$ cat src/hw/rtl/spi_slave_packet_framer_macros.svh
// assertion macros for the spi slave packet framer
`ifndef SPI_SLAVE_PACKET_FRAMER_MACROS_SVH
`define SPI_SLAVE_PACKET_FRAMER_MACROS_SVH

// same-cycle implication, checked out of reset
`define SPF_ASSERT_NOW(label, ante, cons) \
  label: assert property (@(posedge clk) disable iff (rst) (ante) |-> (cons)) \
    else $error("spf check failed");

// next-cycle implication, checked out of reset
`define SPF_ASSERT_NEXT(label, ante, cons) \
  label: assert property (@(posedge clk) disable iff (rst) (ante) |=> (cons)) \
    else $error("spf check failed");

`endif

$ cat src/hw/rtl/spf_pkg.sv
// shared constants, types and helpers for the spi slave packet framer
package spf_pkg;

  localparam int IN_DEPTH  = 64;
  localparam int OUT_DEPTH = 64;
  localparam int IN_AW     = $clog2(IN_DEPTH);
  localparam int OUT_AW    = $clog2(OUT_DEPTH);
  localparam int IN_CW     = $clog2(IN_DEPTH + 1);
  localparam int OUT_CW    = $clog2(OUT_DEPTH + 1);

  typedef enum logic [1:0] {
    REQ_BUS     = 2'd0,
    REQ_WRITE   = 2'd1,
    REQ_READ    = 2'd2,
    REQ_RELEASE = 2'd3
  } req_t;

  typedef enum logic [2:0] {
    PH_RECEIVING = 3'b001,
    PH_BUSY      = 3'b010,
    PH_SENDING   = 3'b100
  } phase_t;

  localparam logic [1:0] MODE_RECEIVING = 2'd0;
  localparam logic [1:0] MODE_BUSY      = 2'd1;
  localparam logic [1:0] MODE_SENDING   = 2'd2;

  typedef struct packed {
    logic capture;
    logic step;
    logic rx_store;
    logic tx_fetch;
    logic host_write;
    logic host_read;
    logic clear_counts;
    logic load;
  } cmd_t;

  typedef struct packed {
    req_t req;
    logic rx_done;
    logic tx_done;
  } status_t;

  function automatic logic [1:0] phase_to_mode(input phase_t ph);
    logic [1:0] m;
    unique case (ph)
      PH_RECEIVING: m = MODE_RECEIVING;
      PH_BUSY:      m = MODE_BUSY;
      PH_SENDING:   m = MODE_SENDING;
      default:      m = MODE_RECEIVING;
    endcase
    return m;
  endfunction

endpackage

$ cat src/hw/rtl/spf_ctrl.sv
// sequencer and framing mode controller for the spi slave packet framer
module spf_ctrl
  import spf_pkg::*;
(
  input  logic       clk,
  input  logic       rst,
  input  logic       start,
  input  status_t    status,
  output cmd_t       cmd,
  output logic       busy,
  output logic       done,
  output logic [1:0] mode
);

  typedef enum logic [2:0] {
    SEQ_IDLE   = 3'b001,
    SEQ_ACCESS = 3'b010,
    SEQ_REPLY  = 3'b100
  } seq_t;

  seq_t   seq;
  seq_t   seq_next;
  phase_t phase;
  phase_t phase_next;

  always_ff @(posedge clk) begin
    if (rst) begin
      seq   <= SEQ_IDLE;
      phase <= PH_RECEIVING;
    end else begin
      seq   <= seq_next;
      phase <= phase_next;
    end
  end

  always_comb begin
    seq_next   = seq;
    phase_next = phase;
    cmd        = '0;
    unique case (seq)
      SEQ_IDLE: begin
        if (start) begin
          cmd.capture = 1'b1;
          seq_next    = SEQ_ACCESS;
        end
      end
      SEQ_ACCESS: begin
        cmd.step = 1'b1;
        seq_next = SEQ_REPLY;
        unique case (status.req)
          REQ_BUS: begin
            unique case (phase)
              PH_BUSY: begin
                cmd.load = 1'b1;
              end
              PH_RECEIVING: begin
                cmd.rx_store = 1'b1;
                if (status.rx_done) begin
                  cmd.load   = 1'b1;
                  phase_next = PH_BUSY;
                end
              end
              PH_SENDING: begin
                cmd.tx_fetch = 1'b1;
                cmd.load     = 1'b1;
                if (status.tx_done) begin
                  phase_next = PH_RECEIVING;
                end
              end
              default: phase_next = PH_RECEIVING;
            endcase
          end
          REQ_WRITE: cmd.host_write = 1'b1;
          REQ_READ:  cmd.host_read  = 1'b1;
          REQ_RELEASE: begin
            if (phase == PH_BUSY) begin
              cmd.clear_counts = 1'b1;
              phase_next       = PH_SENDING;
            end
          end
          default: ;
        endcase
      end
      SEQ_REPLY: begin
        seq_next = SEQ_IDLE;
      end
      default: seq_next = SEQ_IDLE;
    endcase
  end

  assign busy = (seq != SEQ_IDLE);
  assign done = (seq == SEQ_REPLY);
  assign mode = phase_to_mode(phase);

endmodule

$ cat src/hw/rtl/spf_dp.sv
// buffers, counters and result registers for the spi slave packet framer
module spf_dp
  import spf_pkg::*;
(
  input  logic       clk,
  input  logic       rst,
  input  cmd_t       cmd,
  input  logic [1:0] req_type,
  input  logic [7:0] rx_byte,
  input  logic [5:0] buf_index,
  input  logic [7:0] write_value,
  output status_t    status,
  output logic       tx_load,
  output logic [7:0] tx_byte,
  output logic [7:0] read_data
);

  // captured request
  req_t       req_q;
  logic [7:0] rx_byte_q;
  logic [5:0] buf_index_q;
  logic [7:0] write_value_q;

  logic [7:0] rx_mem [IN_DEPTH];
  logic [7:0] tx_mem [OUT_DEPTH];
  logic [7:0] rx_rdata;
  logic [7:0] tx_rdata;

  logic [IN_CW-1:0]  rx_count;
  logic [OUT_CW-1:0] tx_count;
  logic [7:0]        rx_len;
  logic [7:0]        tx_len;

  logic load_q;
  logic fetch_q;
  logic rd_q;

  logic [IN_CW-1:0]  rx_inc;
  logic [OUT_CW-1:0] tx_inc;
  logic [7:0]        rx_len_eff;
  logic              rx_room;
  logic              tx_room;
  logic              rx_we;
  logic              tx_rd_en;
  logic              rd_ok;
  logic              wr_ok;
  logic              tx_we;
  logic [IN_AW-1:0]  rd_addr;
  logic [OUT_AW-1:0] wr_addr;

  always_ff @(posedge clk) begin
    if (cmd.capture) begin
      req_q         <= req_t'(req_type);
      rx_byte_q     <= rx_byte;
      buf_index_q   <= buf_index;
      write_value_q <= write_value;
    end
  end

  assign rx_room    = (32'(rx_count) < IN_DEPTH);
  assign tx_room    = (32'(tx_count) < OUT_DEPTH);
  assign rx_inc     = rx_room ? rx_count + IN_CW'(1) : rx_count;
  assign tx_inc     = tx_room ? tx_count + OUT_CW'(1) : tx_count;
  // byte 0 of the packet is its length, seen as it arrives
  assign rx_len_eff = (rx_count == '0) ? rx_byte_q : rx_len;

  assign status.req     = req_q;
  assign status.rx_done = (32'(rx_inc) >= 32'(rx_len_eff)) || (32'(rx_inc) >= IN_DEPTH);
  assign status.tx_done = (32'(tx_inc) > 32'(tx_len)) || (32'(tx_inc) >= OUT_DEPTH);

  assign rx_we    = cmd.rx_store && rx_room;
  assign tx_rd_en = cmd.tx_fetch && tx_room;
  assign rd_ok    = (32'(buf_index_q) < IN_DEPTH);
  assign wr_ok    = (32'(buf_index_q) < OUT_DEPTH);
  assign tx_we    = cmd.host_write && wr_ok;
  assign rd_addr  = IN_AW'(buf_index_q);
  assign wr_addr  = OUT_AW'(buf_index_q);

  always_ff @(posedge clk) begin
    if (rx_we) begin
      rx_mem[rx_count[IN_AW-1:0]] <= rx_byte_q;
    end
    if (cmd.host_read) begin
      rx_rdata <= rx_mem[rd_addr];
    end
  end

  always_ff @(posedge clk) begin
    if (tx_we) begin
      tx_mem[wr_addr] <= write_value_q;
    end
    if (tx_rd_en) begin
      tx_rdata <= tx_mem[tx_count[OUT_AW-1:0]];
    end
  end

  always_ff @(posedge clk) begin
    if (rx_we && (rx_count == '0)) begin
      rx_len <= rx_byte_q;
    end
    if (tx_we && (wr_addr == '0)) begin
      tx_len <= write_value_q;
    end
  end

  always_ff @(posedge clk) begin
    if (rst) begin
      rx_count <= '0;
      tx_count <= '0;
    end else if (cmd.clear_counts) begin
      rx_count <= '0;
      tx_count <= '0;
    end else begin
      if (rx_we) begin
        rx_count <= rx_inc;
      end
      if (tx_rd_en) begin
        tx_count <= tx_inc;
      end
    end
  end

  always_ff @(posedge clk) begin
    if (cmd.step) begin
      load_q  <= cmd.load;
      fetch_q <= tx_rd_en;
      rd_q    <= cmd.host_read && rd_ok;
    end
  end

  assign tx_load   = load_q;
  assign tx_byte   = fetch_q ? tx_rdata : 8'h00;
  assign read_data = rd_q ? rx_rdata : 8'h00;

endmodule

$ cat src/hw/rtl/spi_slave_packet_framer.sv
// spi slave packet framer: a new item is taken only while busy is low
// the item is captured, then the buffer memory access runs with registered read data,
// then the result is shown for one cycle on done
// rst (synchronous, active high) returns the mode to receiving and clears both counts
// buffer contents are not cleared by reset and hold until written
// done is not held off: the result stays on the outputs until the next item's access
`include "spi_slave_packet_framer_macros.svh"

module spi_slave_packet_framer
  import spf_pkg::*;
(
  input  logic       clk,
  input  logic       rst,
  input  logic       start,
  output logic       busy,
  input  logic [1:0] req_type,
  input  logic [7:0] rx_byte,
  input  logic [5:0] buf_index,
  input  logic [7:0] write_value,
  output logic       done,
  output logic       tx_load,
  output logic [7:0] tx_byte,
  output logic [7:0] read_data,
  output logic [1:0] mode
);

  cmd_t    cmd;
  status_t status;

  spf_ctrl u_ctrl (
    .clk    (clk),
    .rst    (rst),
    .start  (start),
    .status (status),
    .cmd    (cmd),
    .busy   (busy),
    .done   (done),
    .mode   (mode)
  );

  spf_dp u_dp (
    .clk         (clk),
    .rst         (rst),
    .cmd         (cmd),
    .req_type    (req_type),
    .rx_byte     (rx_byte),
    .buf_index   (buf_index),
    .write_value (write_value),
    .status      (status),
    .tx_load     (tx_load),
    .tx_byte     (tx_byte),
    .read_data   (read_data)
  );

  `SPF_ASSERT_NOW(a_done_in_busy, done, busy)
  `SPF_ASSERT_NEXT(a_accept_busy, start && !busy, busy && !done)
  `SPF_ASSERT_NEXT(a_done_frees, done, !busy)
  `SPF_ASSERT_NOW(a_no_load_zero, done && !tx_load, tx_byte == 8'h00)

endmodule
$ cat config.mk
export PLATFORM = sky130hd
export DESIGN_NAME = spi_slave_packet_framer
export DESIGN_NICKNAME = d
export VERILOG_FILES = /design/src/hw/rtl/spf_pkg.sv /design/src/hw/rtl/spf_ctrl.sv /design/src/hw/rtl/spf_dp.sv /design/src/hw/rtl/spi_slave_packet_framer.sv
export VERILOG_INCLUDE_DIRS = /design/src /design/src/hw/rtl
export SDC_FILE = /design/constraint.sdc
export NUM_CORES = 1
export LEC_CHECK = 0
export ABC_AREA = 1
export BUFFER_PORTS_ARGS = -buffer_cell sky130_fd_sc_hd__buf_2
export CAP_MARGIN = 20
export CELL_PAD_IN_SITES_DETAIL_PLACEMENT = 1
export CELL_PAD_IN_SITES_GLOBAL_PLACEMENT = 2
export CORE_UTILIZATION = 45
export DETAILED_ROUTE_END_ITERATION = 12
export PLACE_DENSITY_LB_ADDON = 0.25
export SLEW_MARGIN = 20
export SYNTH_ARGS = -nofsm -noshare
export SYNTH_HDL_FRONTEND = slang
export SYNTH_SLANG_ARGS = --single-unit
$ cat constraint.sdc
create_clock -name clk -period 3.7 [get_ports clk]
set_input_delay 0.37 -clock clk [delete_from_list [all_inputs] [get_ports clk]]
set_output_delay 0.37 -clock clk [all_outputs]
set_load 0.02 [all_outputs]
Word-level counts from Yosys, hierarchy flattened. Memories as Yosys holds them, arrays and structs flattened. A register that Yosys moved wholly into a read port is not among the register bits. Cells that the tools add are included.

Order comparisons: 6. Divide/modulo/power cells: 0. Multiplexer cells: 30. Shifts and indexed selects: 0. Eq/ne operators: 15. Reductions and logical operators: 14. Add/sub/neg operators: 2. Bitwise operators: 0. $mul: 0.

Operators by type and width (number): 8-bit 2-to-1 mux (3); 7-bit 2-to-1 mux (3); 7-bit by 1-bit adder with 7-bit output (second input constant) (2); 7-bit >= comparator (second input constant) (2); 7-bit less-than comparator (second input constant) (2); 1-bit 2-to-1 mux (14); 3-bit 2-to-1 mux (4); 3-bit case mux with 2 select lines (2); 3-bit case mux with 3 select lines (1); 7-bit by 8-bit >= comparator with 1-bit output (1); 7-bit by 8-bit > comparator with 1-bit output (1); 7-bit logical NOT (1); 3-bit by 1-bit == test with 1-bit output (second input constant) (2); 3-bit by 2-bit == test with 1-bit output (second input constant) (2); 3-bit == test (second input constant) (2); 6-bit logical NOT (1); 3-bit inequality test (second input constant) (2); 6-bit AND reduction (1); 2-bit == test (second input constant) (2); 1-bit logical AND (4); 2-bit inequality test (second input constant) (2); 2-bit case mux with 2 select lines (1); 2-bit OR reduction (2); 3-bit by 1-bit inequality test with 1-bit output (second input constant) (1); 8 further kinds (9).

Output and inout port bits: 21. Bits in latches: 0. Logic and storage cells: 82. Bits in read-only memories: 0. Memory bits (writable): 1024. Input bits: 27. Memories kept: 2. Flip-flop bits (word level): 63.

Memory list: u_dp.rx_mem (depth 64, bits a word 8, read ports 1, clocked after Yosys merged registers in 1, wr ports 1, RTL line spf_dp.sv:24) `logic [7:0] rx_mem [IN_DEPTH];`; u_dp.tx_mem (depth 64, bits a word 8, read ports 1, clocked after Yosys merged registers in 1, wr ports 1, RTL line spf_dp.sv:25) `logic [7:0] tx_mem [OUT_DEPTH];`.

Longest topological paths before layout. Gate-level depths: netlist of run 1.

Depth after elaboration: 11. Gate-level depth with buffers: 20. Mapped depth without buffers: 20.

Hierarchy. Synthesis of run 1 repeated with hierarchy kept, for this count alone.

Cells, all modules: 4296. Area, all modules: 46179.3 um^2.

By module, submodules not included: spf_dp (times used 1, area an instance 45770.1 um^2, cells each 4232, sequential area each 32801.5 um^2); spf_ctrl (times used 1, area an instance 409.1 um^2, cells each 64, sequential area each 120.1 um^2).

Worst setup path after synthesis of run 1. OpenSTA, ideal clock, no wires.

Kind: register to register. Start: register u_dp.rx_count[1]. End: register u_ctrl.phase[1]. Stages on the path, launching flop included: 20. Arrival: 2494 ps. Setup slack: 1091 ps. Path buffers: 0. Path through: dfxtp_1 > inv_1 > ha_1 > nand2_1 > nor2_2 > nand2_4 > mux2_2 > ha_1 > inv_1 > nand2_1 > nand2_1 > nand2_1 > nand2_1 > nand2_1 > nand2_1 > nand2_1 > nand2_1 > nand3_2 > a21oi_1 > nor2_1.

Word-level cells in the longest chain between the ends: 6.

RTL lines: start, declared (RTL line spf_dp.sv:29) `logic [IN_CW-1:0] rx_count;`; start signal, assigned (RTL line spf_dp.sv:115) `rx_count <= rx_inc;`; 7-bit by 1-bit adder with 7-bit output, or another cell as far along (RTL line spf_dp.sv:62) `assign rx_inc = rx_room ? rx_count + IN_CW'(1) : rx_count;`; 7-bit 2-to-1 mux or 8-bit 2-to-1 mux (tied branches) (RTL line spf_dp.sv:62, spf_dp.sv:65); 7-bit by 8-bit >= comparator with 1-bit output or 7-bit >= comparator (tied branches) (RTL line spf_dp.sv:68) `assign status.rx_done = (32'(rx_inc) >= 32'(rx_len_eff)) || (32'(rx_inc) >= IN_DEPTH);`; 1-bit logical OR * (RTL line spf_dp.sv:68); 3-bit inequality test (no source line) *; 6-bit AND reduction (no source line) *; end signal, assigned (RTL line spf_ctrl.sv:32) `phase <= phase_next;`; end, declared (RTL line spf_ctrl.sv:23) `phase_t phase;`.

Every way passes the cells marked *; elsewhere a longest branch is shown, timed or not. A chain may end at the register's enable or synchronous reset.

Worst setup path in the final report of run 1.
Start: register u_dp.buf_index_q[0]. End: memory u_dp.tx_mem[14][2], enable pin.

RTL lines: start, declared (RTL line spf_dp.sv:21) `logic [5:0] buf_index_q;`; start signal, assigned (RTL line spf_dp.sv:55) `buf_index_q <= buf_index;`; end, declared (RTL line spf_dp.sv:25).

Straight into the memory's write port.

==> flow_summary.json, run 1 <==
{
  "die_w_um": 313,
  "ys_seq_elements": 1103,
  "cp-startpoint": "u_dp.buf_index_q[0]$_DFFE_PP_",
  "initial_core_util": 0.456,
  "antenna-diode-count": 0,
  "ff2ff_setup_slack_ns": 0.57,
  "synth_cell_type_count": 45,
  "grt_first_pass_wirelength_um": 190000,
  "maxSlewViolCount": 0,
  "dp_worst_setup_slack_ns": 0.528,
  "gp_routability_congestion": 0.835,
  "hold_path.class": "in -> reg",
  "cts_made_buffers": 114,
  "critical_path_required_ns": 4.00,
  "ys_warn_count": 0,
  "powerDensity_nw_per_um2": 526,
  "io_pins": 48,
  "dp_hpwl_um": 78700,
  "setup_viol": 0,
  "wire_per_inst_um": 26.6,
  "antenna_found_initial": 2,
  "fp.dieArea_um2": 97900,
  "clockRootBuffer": "clkbuf_16",
  "ant_nets": 0,
  "ys.flop_type": "edfxtp_1",
  "syn_nets": 3404,
  "die_h_um": 313,
  "nets": 3525,
  "mostFrequentLayoutCells": "edfxtp_1 (1083), nand2_1 (897), nor2_1 (309)",
  "layoutNonFillerInstCount": 4834,
  "cts_sinks": 1103,
  "drt_iter0_drc": 2179,
  "drt-total-wl_um": 129000,
  "clk_pin_slew_worst_paths_ns": 0.06,
  "cts_tree": "done",
  "avgViaCountPerCell": 5.67,
  "syn_inst": 3356,
  "track_usage": 0.264,
  "ctsResizeCount": 0,
  "p_leak_nw": 16.9,
  "startpoint_type": "flip-flop",
  "vias": 27400,
  "critPathMaxFanout": 25,
  "worstSetupPathType": "reg -> reg",
  "rr_worst_depth": 5,
  "drive_above_1_share": 0.0969,
  "cap_violations": 0,
  "h-tree-depth": 3,
  "worstSkewPairLatency_ns": 0.70,
  "num_rows": 113,
  "synth-async-reset-ratio": 0,
  "netlist_area_um2": 43500,
  "grt_pass1_vias": 29000,
  "finalClockSkew_ns": 0.0294,
  "rsz0062_at_grt": "no",
  "finalPower_w": 0.0259,
  "cts_buffer_depth": 3,
  "syn_to_final_growth_pct": 13.0,
  "arrival_ns": 3.43,
  "core_um2": 95400,
  "final.min_clock_period_ns": 3.13,
  "first_pass_iters": 5,
  "synth.yosys.seq_area_share": 0.757,
  "fmax_mhz": 319,
  "finalHoldViolCount": 0,
  "gr-total-overflow": 0,
  "placed_cells": 4600,
  "tightest_slew_ns": 1.12,
  "ir_worst_vdd_mv": 0.577,
  "design_area_um2": 49100,
  "rr_endpoint": "u_dp.tx_mem[14][2]$_DFFE_PP_",
  "grt_max_degree": 193,
  "outcome": "finished clean",
  "layout_commonest_cell": "edfxtp_1",
  "syn_area_per_cell_um2": 13.0,
  "maxSlewHeadroom": 0.253,
  "synth-edff-count": 1083,
  "fin_ws_ns": 0.569,
  "worstHoldPathCells": 2,
  "r2r-start": "u_dp.buf_index_q[0]$_DFFE_PP_",
  "final.period_utilization": 0.846,
  "placed_area_um2": 45300,
  "post_cts_buffers": 0,
  "cp-end-kind": "flip-flop",
  "crit_end": "u_dp.tx_mem[14][2]$_DFFE_PP_",
  "drc": 0,
  "portBuffers": 47,
  "tns_ns": 0
}
-- per-layer routing --
layer  GRT usage  routed length [µm]
met5           0                  13
met4       0.106                5400
met2       0.454               64400
met3      0.0353                6060
met1       0.338               52800
-- per-stage QoR --
step           hold slack, ns   util
2_1_floorplan           0.451      -
3_3_place_gp            0.487  0.475
3_5_place_dp            0.508  0.475
4_1_cts                 0.349  0.515
5_1_grt                 0.367  0.515
6_report                0.384  0.515
-- layout make-up --
cell class / instances / area (µm²)
clock buffer: 141 / 3000
clock inverter: 67 / 571
fill: 9606 / 46300
inverter: 100 / 380
multi-input combinational: 1996 / 9420
sequential: 1103 / 32900
tap: 1265 / 1580
timing repair buffer: 162 / 1260
-- what timing repair did --
action	4_1_cts	5_1_grt
hold endpoints to repair	28	0
hold buffers	26	0
endpoints found under the setup margin	0	0
-- synthesized netlist by cell type (6+ instances only) --
master	n	area [µm²]
xor2_1	9	78.8
ha_1	21	263
buf_4	15	113
inv_2	17	63.8
edfxtp_1	1083	32500
nand3_1	74	370
nand2_1	899	3370
dfxtp_1	20	400
buf_2	85	425
o21ai_0	155	776
buf_6	9	101
inv_1	80	300
nand3_4	6	105
nand4_1	81	507
a211oi_1	6	45.0
a22oi_1	50	375
nor2_1	310	1160
mux2i_1	22	220
nor3_1	62	310
a21oi_1	144	721
o22ai_1	64	400
o21ai_1	46	230
clkbuf_1	44	165
-- worst max-delay path, cell delays in order, from the launching register on --
cell and delay (ns):
edfxtp_1 0.52, inv_2 0.17, nand3_2 0.10, inv_2 0.48, nand2_1 0.69, nor2_1 0.78
-- sequential cells by signal, summed over array words and instances, names as in the netlist, 8 cells and up --
register and count:
u_dp.rx_byte_q 8, u_dp.rx_len 8, u_dp.rx_mem 512, u_dp.rx_rdata 8
u_dp.tx_len 8, u_dp.tx_mem 512, u_dp.tx_rdata 8, u_dp.write_value_q 8
-- how the worst min path moves through the flow --
stage / startpoint / endpoint / slack [ns]
after floorplan: u_ctrl.phase[0]$_SDFFE_PP1P_ / u_ctrl.phase[0]$_SDFFE_PP1P_ / 0.45
after global placement: u_ctrl.phase[0]$_SDFFE_PP1P_ / u_ctrl.phase[0]$_SDFFE_PP1P_ / 0.49
after detailed placement: u_ctrl.phase[0]$_SDFFE_PP1P_ / u_ctrl.phase[0]$_SDFFE_PP1P_ / 0.51
after CTS: buf_index[5] / u_dp.buf_index_q[5]$_DFFE_PP_ / 0.35
after global routing: buf_index[5] / u_dp.buf_index_q[5]$_DFFE_PP_ / 0.37
final: buf_index[5] / u_dp.buf_index_q[5]$_DFFE_PP_ / 0.38
-- logic make-up after synthesis --
logic type / count (synthesis) / synth area share
AO/OA/AOI/OAI: 486 / 0.0628
XOR/XNOR: 9 / 0.00181
adder cells (fa/ha/maj): 21 / 0.00604
buffers and inverters: 257 / 0.0275
flip-flops: 1103 / 0.757
multiplexers: 23 / 0.00532
AND/OR/NAND/NOR: 1457 / 0.140
-- report_power, final --
part           switching [W]  internal (W)
registers          0.0000357        0.0138
logic               0.000693      0.000184
clock network        0.00475       0.00640
total                0.00548        0.0204
Note: power is estimated with default switching activity, not from simulation.
==> inputs of run 2 (changes only) <==
--- a/config.mk
+++ b/config.mk
@@ -11,7 +11,7 @@
 export CAP_MARGIN = 20
 export CELL_PAD_IN_SITES_DETAIL_PLACEMENT = 1
 export CELL_PAD_IN_SITES_GLOBAL_PLACEMENT = 2
-export CORE_UTILIZATION = 45
+export CORE_UTILIZATION = 41
 export DETAILED_ROUTE_END_ITERATION = 12
 export PLACE_DENSITY_LB_ADDON = 0.25
 export SLEW_MARGIN = 20
==> constraint.sdc (replaced) <==
create_clock -name clk -period 2.52 [get_ports clk]
set_input_delay 0.252 -clock clk [delete_from_list [all_inputs] [get_ports clk]]
set_output_delay 0.252 -clock clk [all_outputs]
set_load 0.02 [all_outputs]
==> flow_summary.json, run 2 (same netlist as run 1, synthesis figures left out) <==
{
  "outcome": "finished clean",
  "ir_worst_vdd_mv": 0.750,
  "cp_cell_sequence": "ha_1 -> nand3_1 -> nor2_1 -> nor2_1 -> inv_1 -> ha_4 -> nand2_1 -> nor3b_2 -> nand2_1 -> nand2_1 -> nand2_1 -> a21oi_4 -> buf_4 -> a21oi_2 -> nor2_1",
  "min_from": "rx_byte[1]",
  "max_stage_delay_ns": 0.36,
  "hold_path.class": "in -> reg",
  "antenna_found_initial": 3,
  "cts_made_buffers": 113,
  "clk_pin_slew_worst_paths_ns": 0.06,
  "track_usage": 0.243,
  "ant_nets": 0,
  "syn_to_final_growth_pct": 18.6,
  "fin_util": 0.490,
  "pwr-share-comb": 0.037,
  "io_pins": 48,
  "portBuffers": 47,
  "rr_endpoint": "u_ctrl.phase[1]$_SDFFE_PP0P_",
  "rsz0062_at_grt": "yes",
  "mostFrequentLayoutCells": "edfxtp_1 (1083), nand2_1 (895), nor2_1 (299)",
  "dp_hpwl_um": 81100,
  "final.period_utilization": 0.966,
  "p_int_w": 0.0298,
  "clockRootBuffer": "clkbuf_16",
  "finalPower_w": 0.0380,
  "drc": 0,
  "grt_max_degree": 146,
  "wl_met2_um": 67000,
  "gr-total-overflow": 0,
  "maxSlewViolCount": 0,
  "p_sw_w": 0.00829,
  "layout_commonest_cell": "edfxtp_1",
  "fp.dieArea_um2": 107000,
  "worstSetupPathType": "reg -> reg",
  "hold_end": "u_dp.rx_byte_q[1]$_DFFE_PP_",
  "finalHoldViolCount": 0,
  "power_frac_seq": 0.534,
  "cts_tree": "done",
  "critPathBufInv": 2,
  "die_h_um": 328,
  "initial_core_util": 0.413,
  "top_layer_used": "met4",
  "first_pass_iters": 5,
  "gp_routability_congestion": 0.825,
  "setup_viol": 0,
  "tightest_slew_ns": 0.876,
  "startpoint_type": "flip-flop",
  "vias": 28000,
  "cp.depth": 15,
  "worstSkewPairLatency_ns": 0.74,
  "critPathMaxFanout": 6,
  "drive_above_1_share": 0.164,
  "timing.hold.ws_ns": 0.230,
  "core_um2": 105000,
  "die_w_um": 328,
  "wl_met3_um": 5580,
  "multi_input_area_um2": 9610,
  "num_rows": 119,
  "cts_sinks": 1103,
  "cp-end-kind": "flip-flop",
  "grt_first_pass_wirelength_um": 193000,
  "avgViaCountPerCell": 5.40,
  "grt_pass1_vias": 29800,
  "fmax_mhz": 411,
  "wire_per_inst_um": 25.0,
  "final.min_clock_period_ns": 2.43,
  "powerDensity_nw_per_um2": 737,
  "p_clk_frac": 0.430,
  "r2r-start": "u_dp.tx_count[0]$_SDFFE_PP0P_",
  "rr_worst_depth": 15,
  "h-tree-depth": 3,
  "ff_latch_area_um2": 32900,
  "wl_met1_um": 53000,
  "critical_path_required_ns": 3.14,
  "swShare": 0.218,
  "drt-total-wl_um": 130000,
  "ff2ff_setup_slack_ns": 0.09,
  "fill_cells": 10600,
  "nets": 3754,
  "cap_violations": 0,
  "p_leak_nw": 18.2,
  "drt_iter0_drc": 1972,
  "arrival_ns": 3.05,
  "finalClockSkew_ns": 0.0633,
  "worstHoldPathCells": 2,
  "cts_buffer_depth": 3,
  "maxSlewHeadroom": 0.416,
  "path_delay_family": "simple AND/OR/NAND/NOR gates",
  "crit_path_frequent_cell": "nand2_1",
  "cp_slowest_cell": "dfxtp_4",
  "tns_ns": 0
}
==> run 2: how the worst max path moves through the flow <==
| stage | startpoint | to |
|---|---|---|
| finish | u_dp.tx_count[0]$_SDFFE_PP0P_ | u_ctrl.phase[1]$_SDFFE_PP0P_ |
| global route | u_dp.tx_count[0]$_SDFFE_PP0P_ | u_ctrl.phase[1]$_SDFFE_PP0P_ |
| CTS | u_dp.buf_index_q[2]$_DFFE_PP_ | u_dp.rx_rdata[2]$_DFFE_PP_ |
| detailed placement | u_dp.tx_count[6]$_SDFFE_PP0P_ | u_ctrl.phase[1]$_SDFFE_PP0P_ |
| global placement | u_dp.rx_count[0]$_SDFFE_PP0P_ | u_ctrl.phase[2]$_SDFFE_PP0P_ |
| floorplan | u_dp.rx_count[1]$_SDFFE_PP0P_ | u_ctrl.phase[1]$_SDFFE_PP0P_ |
==> run 2: worst register-to-register path: stages (launching register included) <==
cell,delay (ns)
dfxtp_4,0.36
ha_1,0.21
nand3_1,0.08
nor2_1,0.07
nor2_1,0.17
inv_1,0.10
ha_4,0.28
nand2_1,0.07
nor3b_2,0.22
nand2_1,0.08
nand2_1,0.06
nand2_1,0.08
a21oi_4,0.27
buf_4,0.16
a21oi_2,0.05
nor2_1,0.11
==> run 2: per-layer routing <==
metal	vias up	global-route usage
li1	12700	-
met1	14400	0.305
met2	686	0.433
met3	193	0.0284
met4	0	0.0822
met5	-	0
==> run 2: cell type report <==
cell class / instances / share of cell area
Sequential cell: 1103 / 0.638
Clock inverter: 75 / 0.0135
Inverter: 100 / 0.00749
Clock buffer: 136 / 0.0567
Multi-Input combinational cell: 1996 / 0.186
Timing Repair Buffer: 392 / 0.0640
Tap cell: 1391 / 0.0337
Antenna cell: 1 / 0.0000485
==> run 2: through the flow <==
stage / std cells / area (µm²) / worst slack, ns
after global placement: 4939 / 47300 / 0.0432
after global routing: 5194 / 51600 / -0.0568
after CTS: 5176 / 51200 / 0.0131
final: 5194 / 51600 / 0.0851
after floorplan: 3356 / 43500 / 0.00338
after detailed placement: 4939 / 47300 / -0.0165
==> run 2: power by group through the flow <==
stage | Combinational, W | Clock, W | Sequential [W]
CTS | 0.00138 | 0.0166 | 0.0203
finish | 0.00139 | 0.0163 | 0.0203
global placement | 0.00130 | 0 | 0.0207
detailed placement | 0.00134 | 0 | 0.0207
global route | 0.00149 | 0.0173 | 0.0203
floorplan | 0.000466 | 0 | 0.0208
==> run 2: repair_timing <==
| item | CTS | global route |
|---|---|---|
| endpoints found under the setup margin | 2 | 83 |
| setup buffers | 0 | 17 |
| hold endpoints to repair | 30 | 0 |
| hold buffers | 26 | 0 |
| gates resized for setup | 2 | 50 |
| pin swaps | 0 | 17 |
